`src/hw/rtl/msp_fr_pkg.sv`:
```
// Shared types and constants of the MSP frame receiver.
package msp_fr_pkg;

   // Frame delimiter characters.
   localparam logic [7:0] CHAR_DOLLAR = 8'h24;
   localparam logic [7:0] CHAR_M      = 8'h4D;
   localparam logic [7:0] CHAR_LT     = 8'h3C;

   // Result kinds.
   localparam logic [1:0] KIND_PAYLOAD = 2'd0;
   localparam logic [1:0] KIND_EMPTY   = 2'd1;
   localparam logic [1:0] KIND_IDLE    = 2'd2;

   // Parser phases.
   typedef enum logic [2:0] {
      PH_IDLE       = 3'd0,
      PH_GOT_DOLLAR = 3'd1,
      PH_GOT_M      = 3'd2,
      PH_SIZE       = 3'd3,
      PH_CMD        = 3'd4,
      PH_DATA       = 3'd5
   } phase_type;

   // Emitter states.
   typedef enum logic [1:0] {
      EM_IDLE = 2'd0,
      EM_READ = 2'd1,
      EM_EMIT = 2'd2
   } em_state_type;

   // Work handed from the parser to the emitter. A payload kind means a stored frame.
   typedef struct packed {
      logic [1:0] kind;
      logic [7:0] cmd;
      logic [7:0] data;
      logic [6:0] len;
   } job_type;

   // One result word.
   typedef struct packed {
      logic [1:0] kind;
      logic [7:0] cmd;
      logic [7:0] data;
      logic [6:0] len;
      logic       last;
   } rsp_type;

endpackage

```
`src/hw/rtl/msp_fr_fifo.sv`:
```
// Small first-in first-out queue of packed words.
module msp_fr_fifo #(
   parameter int WIDTH = 8,
   parameter int DEPTH = 2
) (
   input  logic             clock,
   input  logic             reset,
   input  logic             push,
   input  logic [WIDTH-1:0] push_data,
   output logic             full,
   input  logic             pop,
   output logic [WIDTH-1:0] pop_data,
   output logic             empty
);

   localparam int PTR_W = (DEPTH > 1) ? $clog2(DEPTH) : 1;
   localparam int CNT_W = $clog2(DEPTH + 1);

   logic [WIDTH-1:0] slot_ff [DEPTH];
   logic [PTR_W-1:0] wr_ptr_ff, wr_ptr_in;
   logic [PTR_W-1:0] rd_ptr_ff, rd_ptr_in;
   logic [CNT_W-1:0] count_ff, count_in;
   logic             do_push, do_pop;

   assign full     = (count_ff == CNT_W'(DEPTH));
   assign empty    = (count_ff == '0);
   assign pop_data = slot_ff[rd_ptr_ff];
   assign do_push  = push && !full;
   assign do_pop   = pop && !empty;

   // Pointer and occupancy updates, wrapping at the depth.
   always_comb begin
      wr_ptr_in = wr_ptr_ff;
      rd_ptr_in = rd_ptr_ff;
      count_in  = count_ff;
      if (do_push) begin
         wr_ptr_in = (wr_ptr_ff == PTR_W'(DEPTH - 1)) ? '0 : wr_ptr_ff + PTR_W'(1);
      end
      if (do_pop) begin
         rd_ptr_in = (rd_ptr_ff == PTR_W'(DEPTH - 1)) ? '0 : rd_ptr_ff + PTR_W'(1);
      end
      if (do_push && !do_pop) begin
         count_in = count_ff + CNT_W'(1);
      end else if (do_pop && !do_push) begin
         count_in = count_ff - CNT_W'(1);
      end
   end

   always_ff @(posedge clock) begin
      if (reset) begin
         wr_ptr_ff <= '0;
         rd_ptr_ff <= '0;
         count_ff  <= '0;
      end else begin
         wr_ptr_ff <= wr_ptr_in;
         rd_ptr_ff <= rd_ptr_in;
         count_ff  <= count_in;
      end
   end

   // Storage slots carry no reset.
   always_ff @(posedge clock) begin
      if (do_push) begin
         slot_ff[wr_ptr_ff] <= push_data;
      end
   end

endmodule

```
`src/hw/rtl/msp_fr_parser.sv`:
```
// Front part: frame parser, checksum and payload store.
module msp_fr_parser
   import msp_fr_pkg::*;
#(
   parameter int PAYLOAD_CAPACITY = 64,
   parameter int ADDR_W = 6
) (
   input  logic              clock,
   input  logic              reset,
   input  logic              req_push,
   input  logic [7:0]        req_rx_byte,
   output logic              req_full,
   output logic              job_push,
   output job_type           job_word,
   input  logic              job_full,
   input  logic              rd_en,
   input  logic [ADDR_W-1:0] rd_addr,
   output logic [7:0]        rd_data,
   input  logic              store_release
);

   phase_type   phase_ff, phase_in;
   logic [6:0]  len_ff, len_in;
   logic [6:0]  fill_ff, fill_in;
   logic [7:0]  cmd_ff, cmd_in;
   logic [7:0]  csum_ff, csum_in;
   logic        busy_ff;
   logic        busy_set;
   logic        mem_we;
   logic        accept;
   logic        filling;
   logic [7:0]  payload_store_ff [PAYLOAD_CAPACITY];
   logic [7:0]  rd_data_ff;

   // A payload word may not be stored while the previous frame still drains.
   assign filling  = (phase_ff == PH_DATA) && (fill_ff < len_ff);
   assign req_full = job_full || (busy_ff && filling);
   assign accept   = req_push && !req_full;
   assign rd_data  = rd_data_ff;

   // Next phase.
   always_comb begin
      phase_in = phase_ff;
      if (accept) begin
         case (phase_ff)
            PH_GOT_DOLLAR: phase_in = (req_rx_byte == CHAR_M) ? PH_GOT_M : PH_IDLE;
            PH_GOT_M:      phase_in = (req_rx_byte == CHAR_LT) ? PH_SIZE : PH_IDLE;
            PH_SIZE:       phase_in = (req_rx_byte > 8'(PAYLOAD_CAPACITY)) ? PH_IDLE : PH_CMD;
            PH_CMD:        phase_in = PH_DATA;
            PH_DATA:       phase_in = filling ? PH_DATA : PH_IDLE;
            default:       phase_in = (req_rx_byte == CHAR_DOLLAR) ? PH_GOT_DOLLAR : PH_IDLE;
         endcase
      end
   end

   // Datapath updates and job issue for the accepted word.
   always_comb begin
      len_in   = len_ff;
      fill_in  = fill_ff;
      cmd_in   = cmd_ff;
      csum_in  = csum_ff;
      mem_we   = 1'b0;
      busy_set = 1'b0;
      job_push = 1'b0;
      job_word = '{kind: KIND_IDLE, cmd: 8'd0, data: req_rx_byte, len: 7'd0};
      if (accept) begin
         case (phase_ff)
            PH_GOT_DOLLAR, PH_GOT_M: begin
            end
            PH_SIZE: begin
               if (req_rx_byte <= 8'(PAYLOAD_CAPACITY)) begin
                  len_in  = req_rx_byte[6:0];
                  fill_in = 7'd0;
                  csum_in = req_rx_byte;
               end
            end
            PH_CMD: begin
               cmd_in  = req_rx_byte;
               csum_in = csum_ff ^ req_rx_byte;
            end
            PH_DATA: begin
               if (filling) begin
                  mem_we  = 1'b1;
                  csum_in = csum_ff ^ req_rx_byte;
                  fill_in = fill_ff + 7'd1;
               end else if (req_rx_byte == csum_ff) begin
                  job_push = 1'b1;
                  if (len_ff == 7'd0) begin
                     job_word = '{kind: KIND_EMPTY, cmd: cmd_ff, data: 8'd0, len: 7'd0};
                  end else begin
                     job_word = '{kind: KIND_PAYLOAD, cmd: cmd_ff, data: 8'd0, len: len_ff};
                     busy_set = 1'b1;
                  end
               end
            end
            default: begin
               job_push = (req_rx_byte != CHAR_DOLLAR);
            end
         endcase
      end
   end

   always_ff @(posedge clock) begin
      if (reset) begin
         phase_ff <= PH_IDLE;
         len_ff   <= '0;
         fill_ff  <= '0;
         cmd_ff   <= '0;
         csum_ff  <= '0;
         busy_ff  <= 1'b0;
      end else begin
         phase_ff <= phase_in;
         len_ff   <= len_in;
         fill_ff  <= fill_in;
         cmd_ff   <= cmd_in;
         csum_ff  <= csum_in;
         if (busy_set) begin
            busy_ff <= 1'b1;
         end else if (store_release) begin
            busy_ff <= 1'b0;
         end
      end
   end

   // Payload store: one write port for the parser, one registered read port for the emitter.
   always_ff @(posedge clock) begin
      if (mem_we) begin
         payload_store_ff[fill_ff[ADDR_W-1:0]] <= req_rx_byte;
      end
      if (rd_en) begin
         rd_data_ff <= payload_store_ff[rd_addr];
      end
   end

endmodule

```
`src/hw/rtl/msp_fr_emitter.sv`:
```
// Back part: turns queued jobs into result words, draining stored frames.
module msp_fr_emitter
   import msp_fr_pkg::*;
#(
   parameter int ADDR_W = 6
) (
   input  logic              clock,
   input  logic              reset,
   input  job_type           job_word,
   input  logic              job_empty,
   output logic              job_pop,
   output logic              rd_en,
   output logic [ADDR_W-1:0] rd_addr,
   input  logic [7:0]        rd_data,
   output logic              store_release,
   output logic              out_push,
   output rsp_type           out_word,
   input  logic              out_full
);

   em_state_type state_ff, state_in;
   logic [7:0]   cmd_ff;
   logic [6:0]   len_ff;
   logic [6:0]   idx_ff;
   logic         is_frame;
   logic         is_last;

   assign is_frame = (job_word.kind == KIND_PAYLOAD);
   assign is_last  = (idx_ff == (len_ff - 7'd1));
   assign rd_addr  = idx_ff[ADDR_W-1:0];

   // Next state.
   always_comb begin
      state_in = state_ff;
      case (state_ff)
         EM_IDLE: begin
            if (!job_empty && is_frame) begin
               state_in = EM_READ;
            end
         end
         EM_READ: state_in = EM_EMIT;
         EM_EMIT: begin
            if (!out_full) begin
               state_in = is_last ? EM_IDLE : EM_READ;
            end
         end
         default: state_in = EM_IDLE;
      endcase
   end

   // Outputs per state.
   always_comb begin
      job_pop       = 1'b0;
      rd_en         = 1'b0;
      store_release = 1'b0;
      out_push      = 1'b0;
      out_word      = '{kind: job_word.kind, cmd: job_word.cmd, data: job_word.data,
                        len: job_word.len, last: 1'b1};
      case (state_ff)
         EM_IDLE: begin
            job_pop  = !job_empty && (is_frame || !out_full);
            out_push = !job_empty && !is_frame && !out_full;
         end
         EM_READ: begin
            rd_en         = 1'b1;
            store_release = is_last;
         end
         EM_EMIT: begin
            out_push = !out_full;
            out_word = '{kind: KIND_PAYLOAD, cmd: cmd_ff, data: rd_data, len: len_ff,
                         last: is_last};
         end
         default: begin
         end
      endcase
   end

   always_ff @(posedge clock) begin
      if (reset) begin
         state_ff <= EM_IDLE;
         idx_ff   <= '0;
      end else begin
         state_ff <= state_in;
         if (state_ff == EM_IDLE && job_pop && is_frame) begin
            idx_ff <= 7'd0;
         end else if (state_ff == EM_EMIT && out_push && !is_last) begin
            idx_ff <= idx_ff + 7'd1;
         end
      end
   end

   // Frame header held for the whole drain.
   always_ff @(posedge clock) begin
      if (state_ff == EM_IDLE && job_pop && is_frame) begin
         cmd_ff <= job_word.cmd;
         len_ff <= job_word.len;
      end
   end

endmodule

```
`src/hw/rtl/msp_frame_receiver_unit.sv`:
```
// Top level of the MSP request frame receiver.
//
//   Channel   Ports                                   Word
//   req       req_push, req_full, req_rx_byte         one received serial byte
//   rsp       rsp_pop, rsp_empty, rsp_kind, ...       one result word
//
// A byte is taken when req_full is low; bytes that start no result pass
// straight through the parser. A single result word (idle byte or empty
// frame) is registered in the job queue and leaves the emitter once the
// emitter is idle and the result queue has room. A good frame of N payload
// bytes drains with one store read and one queue write per byte. Payload
// bytes of the next frame stall while the store still drains. Reset is
// synchronous and empties both queues; the store needs no clearing.
module msp_frame_receiver_unit
   import msp_fr_pkg::*;
#(
   parameter int PAYLOAD_CAPACITY = 64
) (
   input  logic       clock,
   input  logic       reset,
   input  logic       req_push,
   input  logic [7:0] req_rx_byte,
   output logic       req_full,
   input  logic       rsp_pop,
   output logic       rsp_empty,
   output logic [1:0] rsp_kind,
   output logic [7:0] rsp_command_code,
   output logic [7:0] rsp_data_byte,
   output logic [6:0] rsp_frame_length,
   output logic       rsp_last
);

   localparam int ADDR_W = (PAYLOAD_CAPACITY > 1) ? $clog2(PAYLOAD_CAPACITY) : 1;
   localparam int JOB_W  = $bits(job_type);
   localparam int RSP_W  = $bits(rsp_type);

   logic              job_push, job_full, job_pop, job_empty;
   job_type           job_in_word;
   logic [JOB_W-1:0]  job_out_bits;
   logic              rd_en, store_release;
   logic [ADDR_W-1:0] rd_addr;
   logic [7:0]        rd_data;
   logic              out_push, out_full;
   rsp_type           out_word;
   logic [RSP_W-1:0]  rsp_bits;
   rsp_type           rsp_word;

   // Front: parsing and payload store.
   msp_fr_parser #(
      .PAYLOAD_CAPACITY(PAYLOAD_CAPACITY),
      .ADDR_W(ADDR_W)
   ) u_parser (
      .clock(clock),
      .reset(reset),
      .req_push(req_push),
      .req_rx_byte(req_rx_byte),
      .req_full(req_full),
      .job_push(job_push),
      .job_word(job_in_word),
      .job_full(job_full),
      .rd_en(rd_en),
      .rd_addr(rd_addr),
      .rd_data(rd_data),
      .store_release(store_release)
   );

   // Job queue between the two parts.
   msp_fr_fifo #(
      .WIDTH(JOB_W),
      .DEPTH(2)
   ) u_job_fifo (
      .clock(clock),
      .reset(reset),
      .push(job_push),
      .push_data(job_in_word),
      .full(job_full),
      .pop(job_pop),
      .pop_data(job_out_bits),
      .empty(job_empty)
   );

   // Back: result generation.
   msp_fr_emitter #(
      .ADDR_W(ADDR_W)
   ) u_emitter (
      .clock(clock),
      .reset(reset),
      .job_word(job_type'(job_out_bits)),
      .job_empty(job_empty),
      .job_pop(job_pop),
      .rd_en(rd_en),
      .rd_addr(rd_addr),
      .rd_data(rd_data),
      .store_release(store_release),
      .out_push(out_push),
      .out_word(out_word),
      .out_full(out_full)
   );

   // Result queue facing the consumer.
   msp_fr_fifo #(
      .WIDTH(RSP_W),
      .DEPTH(2)
   ) u_rsp_fifo (
      .clock(clock),
      .reset(reset),
      .push(out_push),
      .push_data(out_word),
      .full(out_full),
      .pop(rsp_pop),
      .pop_data(rsp_bits),
      .empty(rsp_empty)
   );

   // Unpack the oldest result onto the ports.
   assign rsp_word         = rsp_type'(rsp_bits);
   assign rsp_kind         = rsp_word.kind;
   assign rsp_command_code = rsp_word.cmd;
   assign rsp_data_byte    = rsp_word.data;
   assign rsp_frame_length = rsp_word.len;
   assign rsp_last         = rsp_word.last;

endmodule

```
`config.mk`:
```
export PLATFORM = sky130hd
export DESIGN_NAME = msp_frame_receiver_unit
export DESIGN_NICKNAME = d
export VERILOG_FILES = /design/src/hw/rtl/msp_fr_pkg.sv /design/src/hw/rtl/msp_fr_fifo.sv /design/src/hw/rtl/msp_fr_parser.sv /design/src/hw/rtl/msp_fr_emitter.sv /design/src/hw/rtl/msp_frame_receiver_unit.sv
export SDC_FILE = /design/constraint.sdc
export NUM_CORES = 1
export LEC_CHECK = 0
export ABC_AREA = 1
export ABC_CLOCK_PERIOD_IN_PS = 2700
export BUFFER_PORTS_ARGS = -buffer_cell sky130_fd_sc_hd__clkbuf_2
export CORE_ASPECT_RATIO = 0.6
export CORE_MARGIN = 1
export CORE_UTILIZATION = 25
export CTS_CLUSTER_DIAMETER = 100
export CTS_CLUSTER_SIZE = 16
export DETAILED_ROUTE_END_ITERATION = 8
export GPL_TIMING_DRIVEN = 0
export HOLD_SLACK_MARGIN = 0.08
export SLEW_MARGIN = 5
export SYNTH_ARGS = -nofsm -noshare
export SYNTH_HDL_FRONTEND = slang
export SYNTH_SLANG_ARGS = --single-unit
```
`constraint.sdc`:
```
create_clock -name clock -period 2.7 [get_ports clock]
set_input_delay 0.54 -clock clock [delete_from_list [all_inputs] [get_ports clock]]
set_output_delay 0.54 -clock clock [all_outputs]
set_load 0.03 [all_outputs]
```
# After elaboration in Yosys (flattened, before gate mapping)
# Memory sizes are Yosys's and may differ from the RTL's. A register that Yosys moved wholly into a read port is not among the register bits.
# Index checks and enable logic that the tools add are counted.
# Widths: inputs -> output; s select.
[word_totals] reg_bits=66 latchBits=0 ramBits=614 romBits=0 wordCells=160 mem_count=3
[op_classes] n_addsub=11 multipliers=0 n_div=0 order_cmp=3 eq_ne=19 n_shift=0 mux=58 bitwise=1 n_reduce_logical=49
[memory_table] name="u_parser.payload_store_ff" depth=64 word_bits=8 read_ports=1 rd_clocked_by_memory_dff=1 write_ports=1 line="msp_fr_parser.sv:32" rtl="logic [7:0] payload_store_ff [PAYLOAD_CAPACITY];"
[memory_table] name="u_rsp_fifo.slot_ff" depth=2 word_bits=26 read_ports=1 rd_clocked_by_memory_dff=1 write_ports=1 line="msp_fr_fifo.sv:19" rtl="logic [WIDTH-1:0] slot_ff [DEPTH];"
[memory_table] name="u_job_fifo.slot_ff" depth=2 word_bits=25 read_ports=1 rd_clocked_by_memory_dff=1 write_ports=1 line="msp_fr_fifo.sv:19"
[ops] operator="$mux 25" count=4
[ops] operator="$mux 1" count=32
[ops] operator="$mux 26" count=1
[ops] operator="$mux 24" count=1
[ops] operator="$pmux 8 s3" count=1
[ops] operator="$logic_and 1x1->1" count=19
[ops] operator="$eq 8x6->1 const B" count=2
[ops] operator="$mux 2" count=8
[ops] operator="$mux 8" count=2
[ops] operator="$pmux 3 s5" count=1
[ops] operator="$add 7x1->7 const B" count=2
[ops] operator="$mux 7" count=2
[ops] operator="$pmux 7 s2" count=1
[ops] operator="$logic_not 1->1" count=11
[ops] operator="$eq 8x7->1 const B" count=1
[ops] operator="$eq 8x8->1" count=1
[ops] operator="$gt 8x7->1 const B" count=1
[ops] operator="$le 8x7->1 const B" count=1
[ops] operator="$logic_not 2->1" count=4
[ops] operator="$ne 8x6->1 const B" count=1
[ops] operator="$reduce_and 4->1" count=2
[ops] operator="$reduce_bool 2->1" count=4
[ops] operator="$xor 8x8->8" count=1
[ops] operator="$eq 7x7->1" count=1
[ops] operator="22 further kinds" count=37

# Logic depth before layout (Yosys ltp)
# Gate-level depths: netlist of the first run.
[logic_depth] depth_word=12 ltp_mapped=17

# Modules after synthesis
# Synthesis of the first run repeated with hierarchy kept, for this count alone.
[hier_totals] hier_cells=2493 area_unflattened_um2=29180.5
[modules_own_cells] module="msp_fr_parser" instances=1 cells_per_inst=2028 area_per_inst_um2=23186.0 seq_area_each_um2=16295.6
[modules_own_cells] module="msp_fr_fifo at u_rsp_fifo" instances=1 cells_per_inst=118 area_per_inst_um2=2233.4 seq_area_each_um2=1661.6
[modules_own_cells] module="msp_fr_fifo at u_job_fifo" instances=1 cells_per_inst=115 area_per_inst_um2=2162.1 seq_area_each_um2=1601.5
[modules_own_cells] module="msp_fr_emitter" instances=1 cells_per_inst=232 area_per_inst_um2=1599.0 seq_area_each_um2=630.6

# Worst setup path after synthesis of the first run
# Ideal clock, no wire load.
[synth_path] path_type="input port to flip-flop" from="input port req_rx_byte[2]" to="memory u_job_fifo.slot_ff[1][0] (netlist bit) (enable)" arrival_time_ns=2.466 setup_slack_ns=-0.175 path_stages=8 n_path_buf=1 path_cell_list="clkbuf_1 xnor2_1 nand2_1 nor2_1 nand2_1 o21ai_0 nand2_1 nor2_1"
[synth_via] elab_chain_cells=8 word_cells_on_any_way=9
[synth_rtl] item="start: declaration" line="msp_frame_receiver_unit.sv:22" rtl="input logic [7:0] req_rx_byte,"
[synth_rtl] item="$eq 8x8->1" line="msp_fr_parser.sv:86" rtl="end else if (req_rx_byte == csum_ff) begin"
[synth_rtl] item="$mux 1" line="msp_fr_parser.sv:86"
[synth_rtl] item="$mux 1" line="msp_fr_parser.sv:82" rtl="if (filling) begin"
[synth_rtl] item="$pmux 1 s2 *" line="msp_fr_parser.sv:67" rtl="case (phase_ff)"
[synth_rtl] item="$mux 1 *" line="msp_fr_parser.sv:66" rtl="if (accept) begin"
[synth_rtl] item="$logic_and 1x1->1 *" line="msp_fr_fifo.sv:28" rtl="assign do_push = push && !full;"
[synth_rtl] item="$mux 1 *" line="msp_fr_fifo.sv:63" rtl="if (do_push) begin"
[synth_rtl] item="$mux 1 (implied by the code) *" line="msp_fr_fifo.sv:64" rtl="slot_ff[wr_ptr_ff] <= push_data;"
[synth_rtl] item="end: declaration" line="msp_fr_fifo.sv:19"
# Every way passes the cells marked *; elsewhere a longest branch is shown, timed or not.

==> results.py, run 1 <==
metrics = {
    "run_status": {
        "status": "finished, violations left",
        "violations": "setup timing",
    },
    "global_route": {
        "grt_start_max_net_pins": 70,
        "grt_pass1_wl_um": 136000,
        "grt_pass1_vias": 18403,
        "grt_remaining_overflow": 0,
        "grt_use_total_pct": 16.6,
        "antenna_found_initial": 3,
    },
    "synth": {
        "synth_top_family_by_area": "simple AND/OR/NAND/NOR gates",
        "synth-compound-area-share_pct": 10.0,
        "ys_top_cells_by_area": "edfxtp_1 68%, nor2_1 6.4%, o21ai_0 5.9%",
        "synth_top_area_share_pct": 67.9,
        "yosysWarnings": 0,
        "netlist_instances": 2347,
        "synth_cell_type_count": 37,
        "synth_mux_area_share_pct": 1.71,
        "synth_area_per_cell_um2": 12.0,
        "synthAdderAreaFrac_pct": 0.489,
        "synth.cell_area_um2": 28200,
        "synth_seq_cells": 690,
        "seq_area_frac_synth_pct": 71.7,
        "synthSimpleGateAreaFrac_pct": 12.0,
        "synth_xor_xnor_area_share_pct": 0.778,
        "synth_largest_area_cell": "edfxtp_1",
        "syn_nets": 2370,
    },
    "sta": {
        "grt_setup_unrepaired": "yes",
        "period_needed_ns": 2.91,
        "tightest_slew_ns": 1.36,
        "hold_violations": 0,
        "setup_slack_ns": -0.207,
        "finalMaxSlewViolations": 0,
        "fmax_mhz": 344,
        "clock-skew-final_ns": 0.0383,
        "setup_violations": 8,
        "post-route-period-util_pct": 108,
        "slew_headroom_pct": 8.85,
        "finalSetupTns_ns": -1.04,
    },
    "floorplanning": {
        "die_h_um": 262,
        "std_cell_rows": 94,
        "die_x_um": 435,
        "num_io_pins": 40,
        "die_area_um2": 114000,
        "core-area_um2": 111000,
        "initial_core_util_pct": 25.5,
    },
    "place": {
        "dp_slack_ns": -1.35,
        "dp_hpwl_um": 66000,
        "place_inst": 3880,
        "place_congestion": 1.02,
        "portBuffers": 39,
    },
    "pwr": {
        "total_leakage_power_nw": 11.3,
        "ir_worst_vdd_uv": 388,
        "total_power_mw": 22.8,
        "powerDensity_nw_per_um2": 665,
    },
    "worst_setup_path": {
        "worstPathRequired_ns": 3.08,
        "cp-end-kind": "flip-flop",
        "cp.arrival_ns": 3.29,
        "cp-start-kind": "flip-flop",
        "crit_fanout": 10,
        "path_class": "reg2reg",
    },
    "routing": {
        "num_vias": 20744,
        "wl_per_cell_um": 24.4,
        "first_pass_iters": 6,
        "drc_errors": 0,
        "drt_wl_total_um": 99000,
        "drt_iter0_drc": 3747,
        "avgViaCountPerCell": 5.11,
        "antenna_left": 0,
    },
    "clock_tree": {
        "clkTransAtPathRegs_ns": 0.08,
        "clk_latency_ns": 0.66,
        "cts-htree-levels": 2,
        "cts-root-buf": "clkbuf_16",
        "cts_made_buffers": 49,
        "clockBufferDepth": 3,
        "cts_tree": "done",
        "cts_num_sinks": 690,
    },
    "finish": {
        "syn_to_final_growth_pct": 21.9,
        "final.fill_count": 11114,
        "fin_nets": 2565,
        "drive_gt1_share_pct": 18.0,
        "final-seq-area_um2": 20200,
        "fin_cells": 4062,
        "utilization_pct": 31.0,
        "multi_input_area_um2": 7820,
    },
    "flow_run": {
        "drv_cap": 0,
    },
    "worst_hold_path": {
        "hp-class": "in2reg",
    },
}
[critical path, stage by stage, from the launching register on]
cell and delay, ns:
dfxtp_1 0.30, buf_2 0.23, inv_1 0.49, clkbuf_1 0.70, nand4_1 0.52, nand3_4 0.27
nand2_2 0.11
[registers in the layout, summed over array words and instances (netlist names), 2 cells and up, named ones only]
signal / cells
u_parser.len_ff: 7
u_parser.fill_ff: 7
u_emitter.cmd_ff: 8
u_emitter.len_ff: 7
u_parser.phase_ff: 3
u_job_fifo.slot_ff: 50
u_rsp_fifo.slot_ff: 52
u_parser.rd_data: 8
u_job_fifo.count_ff: 2
u_emitter.state_ff: 2
u_parser.csum_ff: 8
u_rsp_fifo.count_ff: 2
u_parser.payload_store_ff: 512
u_emitter.idx_ff: 7
u_parser.cmd_ff: 8
[cells in the final DEF, fill, tap and decap left out, types with 3 or more instances in the layout]
cell type / n
nand3_4: 9
a21oi_1: 49
buf_1: 5
inv_2: 10
dfxtp_4: 3
clkbuf_16: 52
o21ai_1: 9
inv_1: 83
dfxtp_2: 4
clkbuf_4: 16
nor2_2: 3
edfxtp_1: 637
buf_2: 26
buf_16: 4
o22ai_1: 65
dfxtp_1: 46
nand3_2: 9
buf_6: 7
o221ai_1: 8
nand4_1: 15
buf_8: 4
nand3_1: 65
nand2_2: 5
clkbuf_2: 60
xnor2_1: 10
nand2_1: 234
buf_4: 55
buf_12: 60
nor2_4: 74
nor4_1: 3
ha_1: 9
o211ai_1: 54
nor3_1: 6
xor2_1: 15
clkbuf_1: 62
o21ai_0: 324
nor2_1: 405
mux2_2: 41
[repair_timing]
item | 4_1_cts | 5_1_grt
setup endpoints to repair | 584 | 564
resized for setup | 245 | 97
hold buffers | 0 | 0
gates cloned | 2 | 2
pin swaps | 74 | 19
setup buffers | 84 | 15
[per-stage QoR]
stage                     hold WS [ns]  instance area [µm²]
after floorplan                  0.430                28200
after detailed placement         0.444                30400
after CTS                        0.115                33900
final                            0.143                34300
after global placement           0.444                30200
after global routing             0.127                34300
[synth_stat cells]
library cell	n
xnor2_1	10
dfxtp_1	53
buf_4	2
nand3_1	78
clkbuf_1	85
buf_6	1
ha_1	11
or2_2	1
nand2_2	2
o221ai_1	10
inv_1	90
mux2_2	41
o21ai_0	334
nand3_4	1
mux2i_1	2
nor4_1	4
inv_2	5
nor2_1	477
clkinv_1	1
xor2_1	15
nand4_4	1
a21oi_1	51
edfxtp_1	637
nand3b_1	1
nand3_2	4
clkbuf_2	1
nand4_2	1
nand4_1	15
nor2b_1	1
nand2_1	239
o211ai_1	54
nor2_2	3
or2_1	1
buf_2	37
o22ai_1	65
buf_1	7
nor3_1	6
[path summary, 6_finish.rpt]
| check | start | to | slack (ns) | cells past startpoint |
|---|---|---|---|---|
| setup / recovery | u_emitter.idx_ff[4] | u_parser.rd_data[3] | -0.21 | 6 |
| hold / removal | reset | u_parser.phase_ff[2] | 0.14 | 2 |
| setup reg to reg | u_emitter.idx_ff[4] | u_parser.rd_data[3] | -0.21 | 6 |
| hold reg to reg | u_parser.cmd_ff[6] | u_parser.cmd_ff[6] | 0.46 | 2 |
[cell families after synthesis]
kind of cell,after synthesis
buffers and inverters,229
xor gates and xnor gates,25
AOI/OAI and AO/OA,514
muxes,43
and+or+nand+nor,835
adders and majority gates,11
DFF,690
[metal layers]
metal  wire length, µm  vias to the layer above  GRT usage (%)
li1                  -                     8783              -
met1             41400                    10159           24.2
met2             36900                     1593           21.4
met3             18300                      207           8.37
met4              2180                        2           3.35
met5               210                        -           1.25
[power breakdown]
part / total (mW) / switching (mW) / internal, mW
logic: 3.15 / 2.30 / 0.852
registers: 12.4 / 0.144 / 12.3
clock network: 7.25 / 3.79 / 3.47
total: 22.8 / 6.23 / 16.6
[area by class of cell]
type                       instances  share of cell area, %
timing repair buffer             146                   5.47
multi-input combinational       1430                   22.8
antenna                            1                0.00729
clock inverter                     4                  0.160
sequential                       690                   58.9
inverter                          96                   1.07
clock buffer                      78                   3.95
buffer                           129                   2.22
tap                             1488                   5.43
Note: power is estimated with default switching activity, not from simulation.
==> run 2: changes to the inputs <==
--- a/config.mk
+++ b/config.mk
@@ -6,7 +6,7 @@
 export NUM_CORES = 1
 export LEC_CHECK = 0
 export ABC_AREA = 1
-export ABC_CLOCK_PERIOD_IN_PS = 2700
+export ABC_CLOCK_PERIOD_IN_PS = 2600
 export BUFFER_PORTS_ARGS = -buffer_cell sky130_fd_sc_hd__clkbuf_2
 export CORE_ASPECT_RATIO = 0.6
 export CORE_MARGIN = 1
==> constraint.sdc (replaced) <==
create_clock -name clock -period 2.6 [get_ports clock]
set_input_delay 0.52 -clock clock [delete_from_list [all_inputs] [get_ports clock]]
set_output_delay 0.52 -clock clock [all_outputs]
set_load 0.03 [all_outputs]
==> run 2 against run 1 <==
The flow still finishes with violations (setup timing). Final cell count rose by 0.42%. Via count about the same. Power is 4.5% higher. Sequential cell count is the same. Sequential share of layout area shrank 0.57 points. Final area rose by 1.0%. Global-route usage up 0.21 points. Critical endpoint is now u_parser.rd_data[0]. Largest cell class unchanged. Highest routed layer unchanged.
==> results.py, run 2 (synthesis results as in run 1) <==
metrics = {
    "run_status": {
        "status": "finished, violations left",
        "violations": "setup timing",
    },
    "place": {
        "place_congestion": 0.992,
        "portBuffers": 39,
        "dp_hpwl_um": 66900,
    },
    "routing": {
        "drc_errors": 0,
        "avgViaCountPerCell": 5.08,
        "num_vias": 20726,
        "drt_wl_total_um": 100000,
        "drt_iter0_drc": 3342,
        "antenna_left": 0,
        "first_pass_iters": 7,
        "wl_per_cell_um": 24.5,
    },
    "floorplanning": {
        "initial_core_util_pct": 25.5,
        "core-area_um2": 111000,
        "std_cell_rows": 94,
        "die_h_um": 262,
        "die_area_um2": 114000,
        "num_io_pins": 40,
        "die_x_um": 435,
    },
    "worst_setup_path": {
        "worstPathRequired_ns": 3.08,
        "cp-start-kind": "flip-flop",
        "cp-end-kind": "flip-flop",
        "crit_fanout": 8,
        "cp.arrival_ns": 3.34,
        "path_class": "reg2reg",
    },
    "flow_run": {
        "drv_cap": 0,
    },
    "sta": {
        "finalSetupTns_ns": -1.38,
        "hold_violations": 0,
        "setup_slack_ns": -0.259,
        "slew_headroom_pct": 11.0,
        "clock-skew-final_ns": 0.0336,
        "fmax_mhz": 350,
        "finalMaxSlewViolations": 0,
        "tightest_slew_ns": 1.33,
        "grt_setup_unrepaired": "yes",
        "post-route-period-util_pct": 110,
        "setup_violations": 28,
        "period_needed_ns": 2.86,
    },
    "finish": {
        "syn_to_final_growth_pct": 23.1,
        "layout_commonest_cell": "edfxtp_1",
        "final_cell_mix": "637 x edfxtp_1, 405 x nor2_1, 318 x o21ai_0",
        "fin_nets": 2580,
        "drive_gt1_share_pct": 19.6,
        "largest_reg_flops": 512,
        "final.fill_count": 11111,
        "utilization_pct": 31.4,
    },
    "global_route": {
        "grt_remaining_overflow": 0,
        "grt_pass1_wl_um": 138000,
        "antenna_found_initial": 4,
        "grt_use_total_pct": 16.8,
        "grt_pass1_vias": 18652,
        "grt_start_max_net_pins": 70,
    },
    "clock_tree": {
        "clockBufferDepth": 3,
        "holdBufCountCts": 0,
        "clkTransAtPathRegs_ns": 0.07,
        "cts_made_buffers": 49,
        "cts_num_sinks": 690,
        "cts_tree": "done",
        "cts-root-buf": "clkbuf_16",
        "clk_latency_ns": 0.66,
        "cts-htree-levels": 2,
    },
    "pwr": {
        "powerDensity_nw_per_um2": 688,
        "total_leakage_power_nw": 11.5,
        "ir_worst_vdd_uv": 464,
    },
    "worst_hold_path": {
        "hp-class": "in2reg",
    },
}
-- run 2: changes by cell type in the layout (fill, tap and decap cells not counted), moves of 5 or more --
cell      previous run  this run
dfxtp_1             46        40
clkbuf_4            16        26
o21ai_0            324       318
nand2_1            234       229
dfxtp_2              4         9
buf_4               55        64
nand2_2              5        10
nand3_2              9        14
-- run 2: layout make-up --
class	count	area, µm²	share of cell area [%]
clock buffers	80	1360	3.93
diodes	2	5.00	0.0144
inverters	96	374	1.08
plain buffers	128	858	2.48
flip-flops and latches	690	20200	58.3
multi-input cells	1430	7910	22.8
clock inverters	3	52.6	0.152
repair buffers	162	2020	5.82
well taps	1488	1860	5.37
-- run 2: metal layers --
layer	routed length [µm]	part of all wire, %	up-vias	GRT usage (%)
met3	18500	18	208	8.86
met1	41700	42	10157	24.6
li1	-	-	8824	-
met5	331	0.33	-	0
met4	2520	2.5	8	4.10
met2	37000	37	1529	21.1
-- run 2: path summary, 6_finish.rpt --
check                                             to                start  slack (ns)  cells after the start
worst max-delay path             u_parser.rd_data[0]  u_emitter.idx_ff[0]       -0.26                     10
worst min-delay path            u_parser.phase_ff[2]                reset        0.14                      2
worst max register to register   u_parser.rd_data[0]  u_emitter.idx_ff[0]       -0.26                     10
worst min register to register    u_parser.cmd_ff[6]   u_parser.cmd_ff[6]        0.46                      2
-- run 2: where the power goes --
group	internal [mW]	switching, mW
combinational	0.965	2.44
sequential	12.7	0.147
clock	3.61	3.94
-- run 2: per-stage QoR --
step	hold slack (ns)	cells	cell area [µm²]	setup WS, ns	power (mW)
finish	0.138	4079	34700	-0.259	23.8
global route	0.139	4077	34700	-0.0822	24.5
CTS	0.111	4058	34100	-0.00903	23.7
detailed placement	0.448	3882	30500	-1.29	16.3
global placement	0.445	3874	30200	-1.89	16.2
floorplan	0.430	2347	28200	0.00421	15.0
-- run 2: worst max-delay path, stage by stage, from the launching register on --
cell,delay (ns)
dfxtp_4,0.41
clkinvlp_4,0.16
buf_8,0.16
buf_12,0.14
buf_12,0.14
nor2_1,0.06
o211ai_1,0.97
nand3_1,0.27
nand4_1,0.14
nand3_1,0.10
nand2_2,0.13
-- run 2: timing repair --
| item | CTS | global route |
|---|---|---|
| buffers inserted | 93 | 19 |
| endpoints found under the setup margin | 622 | 606 |
| resized for setup | 296 | 108 |
| pin swaps | 78 | 44 |
| gates cloned | 1 | 3 |
